**src/hdl/fcgl_pkg.sv**
```systemverilog
// shared types and constants for the character-map glyph lookup
// no dependencies
package fcgl_pkg;
  localparam int TableBytes = 4096;
  localparam int AddrW = $clog2(TableBytes);
  localparam int LenW = AddrW + 1;
  localparam logic [15:0] FmtSegment = 16'd4;
  localparam logic [15:0] FmtGroup = 16'd12;

  typedef enum logic [1:0] {
    RD_NONE = 2'd0,
    RD_B16 = 2'd1,
    RD_B32 = 2'd2
  } rd_kind_t;

  // datapath command from the controller
  typedef struct packed {
    logic            rd_go;
    logic [1:0]      rd_bytes;  // bytes minus one
    logic [AddrW-1:0] rd_addr;
    logic            wr_en;
  } dp_cmd_t;

  typedef struct packed {
    logic        rd_done;
    logic [31:0] rd_data;
  } dp_stat_t;
endpackage

```
**src/hdl/fcgl_ctrl.sv**
```systemverilog
// lookup sequencer: walks the header, segments and groups through the store
// depends on fcgl_pkg
module fcgl_ctrl
  import fcgl_pkg::*;
(
  input  logic          clk,
  input  logic          rst,
  input  logic          go,
  input  logic [20:0]   cp,
  input  logic [LenW:0] len,
  input  dp_stat_t      stat,
  output dp_cmd_t       cmd,
  output logic          done,
  output logic [31:0]   glyph,
  output logic          bad
);
  typedef enum logic [10:0] {
    S_IDLE  = 11'b00000000001,
    S_FMT   = 11'b00000000010,
    S_HDR   = 11'b00000000100,
    S_END   = 11'b00000001000,
    S_START = 11'b00000010000,
    S_DELTA = 11'b00000100000,
    S_RANGE = 11'b00001000000,
    S_GARR  = 11'b00010000000,
    S_GST   = 11'b00100000000,
    S_GEND  = 11'b01000000000,
    S_GGLY  = 11'b10000000000
  } st_t;

  st_t st;
  logic is12;
  logic waiting;
  logic [31:0] hdr;    // seg2, group count, or glyph array address
  logic [31:0] off;    // segment or group byte offset
  logic [15:0] startc, delta;
  logic [31:0] gstart;
  logic [17:0] seg2x3;
  logic [33:0] gaddr;
  logic [36:0] need12;
  logic [LenW:0] lenc;
  logic [31:0] d;

  assign d = stat.rd_data;
  assign seg2x3 = {2'b0, hdr[15:0]} * 18'd3;
  assign need12 = {hdr, 2'b0} + {1'b0, hdr, 3'b0} + 37'd16;
  assign lenc = len;

  task automatic rd(input logic [33:0] a, input logic [1:0] n);
    cmd.rd_go = 1'b1;
    cmd.rd_addr = a[AddrW-1:0];
    cmd.rd_bytes = n;
  endtask

  always_comb begin
    cmd = '0;
    gaddr = 34'd16 + {16'b0, seg2x3} + {2'b0, off} + {18'b0, d[15:0]}
          + {12'b0, (cp - {5'b0, startc}), 1'b0};
    if (!waiting) begin
      case (st)
        S_FMT: rd(34'd0, 2'd1);
        S_HDR: rd(is12 ? 34'd12 : 34'd6, is12 ? 2'd3 : 2'd1);
        S_END: rd(is12 ? 34'd20 + {2'b0, off} : 34'd14 + {2'b0, off}, is12 ? 2'd3 : 2'd1);
        S_START: rd(34'd16 + {18'b0, hdr[15:0]} + {2'b0, off}, 2'd1);
        S_DELTA: rd(34'd16 + {17'b0, hdr[15:0], 1'b0} + {2'b0, off}, 2'd1);
        S_RANGE: rd(34'd16 + {16'b0, seg2x3} + {2'b0, off}, 2'd1);
        S_GARR: rd({2'b0, hdr}, 2'd1);
        S_GST: rd(34'd16 + {2'b0, off}, 2'd3);
        S_GGLY: rd(34'd24 + {2'b0, off}, 2'd3);
        default: ;
      endcase
    end
  end

  always_ff @(posedge clk) begin
    if (rst) begin
      st <= S_IDLE;
      waiting <= 1'b0;
      done <= 1'b0;
    end else begin
      done <= 1'b0;
      if (cmd.rd_go) waiting <= 1'b1;
      if (stat.rd_done) waiting <= 1'b0;
      case (st)
        S_IDLE: if (go) begin
          glyph <= '0;
          bad <= 1'b0;
          off <= '0;
          if (len < 2) begin
            bad <= 1'b1;
            done <= 1'b1;
          end else st <= S_FMT;
        end
        S_FMT: if (stat.rd_done) begin
          is12 <= d[15:0] == FmtGroup;
          if (d[15:0] == FmtSegment && len < 8 || d[15:0] == FmtGroup && len < 16) begin
            bad <= 1'b1; done <= 1'b1; st <= S_IDLE;
          end else if (d[15:0] == FmtSegment || d[15:0] == FmtGroup) st <= S_HDR;
          else begin done <= 1'b1; st <= S_IDLE; end
        end
        S_HDR: if (stat.rd_done) begin
          hdr <= d;
          if (is12) begin
            if ({32'b0, lenc} < ({d, 2'b0} + {1'b0, d, 3'b0} + 37'd16)) begin
              bad <= 1'b1; done <= 1'b1; st <= S_IDLE;
            end else if (d == 0) begin done <= 1'b1; st <= S_IDLE; end
            else st <= S_GST;
          end else begin
            if ({5'b0, lenc} < {d[15:0], 2'b0} + 19'd16 || d[15:0] == 0) begin
              done <= 1'b1; st <= S_IDLE;
            end else st <= S_END;
          end
        end
        S_END: if (stat.rd_done) begin
          if (is12) begin
            if ({11'b0, cp} > d) begin
              if (off + 32'd12 >= need12[31:0] - 32'd16) begin done <= 1'b1; st <= S_IDLE; end
              else begin off <= off + 32'd12; st <= S_GST; end
            end else st <= S_GGLY;
          end else if (cp > {5'b0, d[15:0]}) begin
            if (off + 32'd2 >= {16'b0, hdr[15:0]}) begin done <= 1'b1; st <= S_IDLE; end
            else off <= off + 32'd2;
          end else st <= S_START;
        end
        S_START: if (stat.rd_done) begin
          startc <= d[15:0];
          if (cp < {5'b0, d[15:0]}) begin done <= 1'b1; st <= S_IDLE; end
          else st <= S_DELTA;
        end
        S_DELTA: if (stat.rd_done) begin delta <= d[15:0]; st <= S_RANGE; end
        S_RANGE: if (stat.rd_done) begin
          if (d[15:0] == 0) begin
            glyph <= {16'b0, cp[15:0] + delta};
            done <= 1'b1; st <= S_IDLE;
          end else if (gaddr + 34'd2 > {20'b0, lenc}) begin
            bad <= 1'b1; done <= 1'b1; st <= S_IDLE;
          end else begin hdr <= gaddr[31:0]; st <= S_GARR; end
        end
        S_GARR: if (stat.rd_done) begin
          glyph <= {16'b0, d[15:0] + delta};
          done <= 1'b1; st <= S_IDLE;
        end
        S_GST: if (stat.rd_done) begin
          gstart <= d;
          if ({11'b0, cp} < d) begin done <= 1'b1; st <= S_IDLE; end
          else st <= S_END;
        end
        S_GGLY: if (stat.rd_done) begin
          glyph <= {11'b0, cp} - gstart + d;
          done <= 1'b1; st <= S_IDLE;
        end
        default: st <= S_IDLE;
      endcase
    end
  end
endmodule

```
**config.mk**
```make
export PLATFORM = sky130hd
export DESIGN_NAME = fcgl_ctrl
export DESIGN_NICKNAME = d
export VERILOG_FILES = /design/src/hdl/fcgl_pkg.sv /design/src/hdl/fcgl_ctrl.sv
export SDC_FILE = /design/constraint.sdc
export NUM_CORES = 1
export LEC_CHECK = 0
export BUFFER_PORTS_ARGS = -buffer_cell sky130_fd_sc_hd__buf_2
export CORE_MARGIN = 2
export CORE_UTILIZATION = 65
export CTS_BUF_LIST = sky130_fd_sc_hd__clkbuf_4 sky130_fd_sc_hd__clkbuf_8
export CTS_CLUSTER_SIZE = 12
export DETAILED_ROUTE_END_ITERATION = 16
export GPL_TIMING_DRIVEN = 0
export PLACE_DENSITY = 0.84
export SLEW_MARGIN = 20
export SYNTH_ARGS = -nofsm -noshare
export SYNTH_HDL_FRONTEND = slang
export SYNTH_SLANG_ARGS = --single-unit
export TNS_END_PERCENT = 1
```
**constraint.sdc**
```tcl
create_clock -name clk -period 13.75 [get_ports clk]
set_input_delay 2.0625 -clock clk [delete_from_list [all_inputs] [get_ports clk]]
set_output_delay 2.0625 -clock clk [all_outputs]
set_load 0.03 [all_outputs]
```
==> reports/qor.txt <==
status -> finished clean
slowest CP cell -> nor3_1
DR WL/cell -> 21.37 um
Die Y -> 197.0 um
Slew HR -> 22.32%
mapped cell area -> 0.02421 mm2
Max Used Layer -> met5
power per cell area -> 117.9 mW/mm2
FMAX -> 94.47 MHz
synthesized net count -> 3412
met3 WL -> 6403 um
RR Endpoint -> hdr[24]$_DFFE_PP_
Vias -> 23034
CP Launch Point -> cp[0]
Max IR drop VDD -> 0.1000 mV
kind of critical path -> primary input to register
RSZ-0062 raised after global routing -> no
Resize count post-CTS -> 0
HPWL Detailed -> 61240 um
Setup Viol. Count Final -> 0
number of CTS-inserted buffers -> 17
initial antenna violation count -> 4
First-pass DRT Iterations -> 8
Remaining DRCs -> 0
final hold violation count -> 0
Worst Hold Path Cells -> 2
Syn Area/Cell -> 8.388 um2
yosys warns -> 0
synth top area cells -> ha_1 (20%), edfxtp_1 (20%), fa_1 (4.9%)
Hold EP -> waiting$_SDFFE_PP0P_
# IOs -> 121
Tightest Pin Transition -> 1.163 ns
cell count of the worst reg-to-reg path -> 34
final worst-path cycle share -> 76.99%
Final min period -> 10.59 ns
share of layout cells above drive strength 1 -> 7.462%
postcts setup bufs -> 0
hold_sp -> waiting$_SDFFE_PP0P_
worst-case clock buffer depth -> 2
overall routing resource usage -> 38.59%
count of cell types in the netlist -> 99
CP Data Arrival Time -> 10.81 ns
sequential area share after synthesis -> 20.72%
cell accounting for the most synthesized area -> ha_1
DR iter-0 viols -> 2368
CTS tree -> yes
Synth Flop Type -> edfxtp_1
worst hold path class -> register to register
setup total negative slack -> 0 ns
reg-to-reg startpoint -> off[3]$_SDFFCE_PN0P_
GP Congestion -> 0.9799
commonest non-fill, non-tap cell in the layout -> ha_1
pin count of the biggest net entering global routing -> 27
Root Buffer -> clkbuf_8
Die X-Extent -> 197.0 um
Final Max Slew Viols -> 0
IO Port Bufs -> 119
R2R setup slack -> 3.49 ns
total grt overflow -> 0
Yosys reg bits -> 171
clock-pin slew on the worst setup and hold paths -> 0.10 ns
Via-to-Cell Ratio -> 6.557
startpoint types -> primary input
crit path capture type -> register
pre-CTS setup slack -> 2.887 ns
Routed Antenna Nets -> 0
Area growth, synth to finish -> 7.112%
cell with the most instances on the worst path -> a21oi_1
final wirelength -> 75060 um
hold_buf cts -> 0
M1 WL -> 30410 um
Final nets -> 3557
Maximum Capacitance Violations -> 0
htree depth -> 4
die area -> 0.03880 mm2
num rows -> 70
vias in the first global route -> 22503
DR WL met2 -> 35020 um
placement-stage cell area -> 0.02557 mm2
Core Area -> 0.03661 mm2
first-pass GRT wire length -> 117400 um
worst-skew pair later-pin latency -> 0.53 ns
number of synthesized flops with an enable pin -> 159
most frequent cells in the layout -> ha_1 (396), inv_1 (284), nor2_1 (230)
Post-synth ARST share -> 0%
Worst Path Max Fanout -> 26
worst setup margin -> 3.164 ns
post-synth top area share -> 20.47%
Synth Instances -> 2886
Leakage -> 11.57 nW
CTS Sinks -> 171
post-layout instance area -> 0.02593 mm2
CP max stage delay -> 0.52 ns
Req. time, crit path -> 13.98 ns
# fillers -> 2963
initial core utilization -> 66.12%
Max Clock Skew -> 0.02364 ns
-- power by group --
group | switching, W | total [W] | internal (W)
registers | 0.0000267 | 0.000635 | 0.000608
logic | 0.00130 | 0.00206 | 0.000766
clock network | 0.000217 | 0.000359 | 0.000142
-- worst max path at each step --
stage,end,slack (ns),cells past startpoint
finish,hdr[24]$_DFFE_PP_,3.16,39
global route,hdr[27]$_DFFE_PP_,2.57,39
CTS,hdr[26]$_DFFE_PP_,3.43,37
detailed placement,hdr[21]$_DFFE_PP_,2.89,37
global placement,hdr[21]$_DFFE_PP_,1.46,36
floorplan,hdr[0]$_DFFE_PP_,3.51,35
-- stage by stage --
step / power [W] / hold WS (ns) / util, % / cells
finish: 0.003057 / 0.4746 / 70.83 / 3513
global route: 0.003271 / 0.4897 / 70.81 / 3511
CTS: 0.003004 / 0.4735 / 70.81 / 3510
detailed placement: 0.002644 / 0.4562 / 69.85 / 3480
global placement: 0.002577 / 0.4386 / 69.35 / 3473
floorplan: 0.002161 / 0.4206 / - / 2886
-- registers in the layout (all words and copies together), names as in the netlist --
signal,cells
is12,1
glyph,32
st,10
done,1
startc,16
off,31
waiting,1
gstart,32
hdr,30
delta,16
bad,1
-- cell families after synthesis --
family / count (synthesis) / share of synthesized area, %
other: 1 / 0.01549
XOR/XNOR: 236 / 8.595
AO/OA/AOI/OAI: 730 / 19.92
adder cells (fa/ha/maj): 455 / 25.35
AND/OR/NAND/NOR: 890 / 18.35
flip-flops: 171 / 20.72
multiplexers: 27 / 1.137
buffers and inverters: 376 / 5.923
-- per-layer routing --
| metal | vias up | global-route usage (%) |
|---|---|---|
| met3 | 195 | 6.194 |
| met1 | 11008 | 49.05 |
| met5 | - | 0 |
| met4 | 4 | 16.54 |
| li1 | 10741 | - |
| met2 | 1086 | 65.15 |
-- area by class of cell --
class	count	area [um2]	share of cell area (%)
antenna	3	7.507	0.02895
buffer	91	364.1	1.404
clock buffer	17	234.0	0.9023
clock inverter	13	117.6	0.4536
inverter	285	1070	4.126
multi-input combinational	2339	17810	68.69
sequential	171	5015	19.34
tap	468	585.6	2.258
timing repair buffer	126	724.4	2.794
-- critical path: cells and delay by family --
family | cells | cell delay, ns
AO/OA/AOI/OAI | 17 | 3.86
XOR/XNOR | 1 | 0.13
adder cells (fa/ha/maj) | 4 | 1.10
buffers and inverters | 6 | 1.01
multiplexers | 1 | 0.11
AND/OR/NAND/NOR | 10 | 2.47
-- synthesized netlist by cell type (all sizes together), types with 33 or more instances --
cell / instances
inv: 284
ha: 396
nand4: 42
a21o: 69
nor3: 77
o21a: 34
fa: 59
nor4: 33
edfxtp: 159
nand3: 79
a21oi: 186
xor2: 111
xnor2: 124
nand2b: 35
o21ai: 173
nand2: 208
nor2: 234
nor2b: 38
clkbuf: 70
No activity file was read; power rests on OpenSTA's default activity.
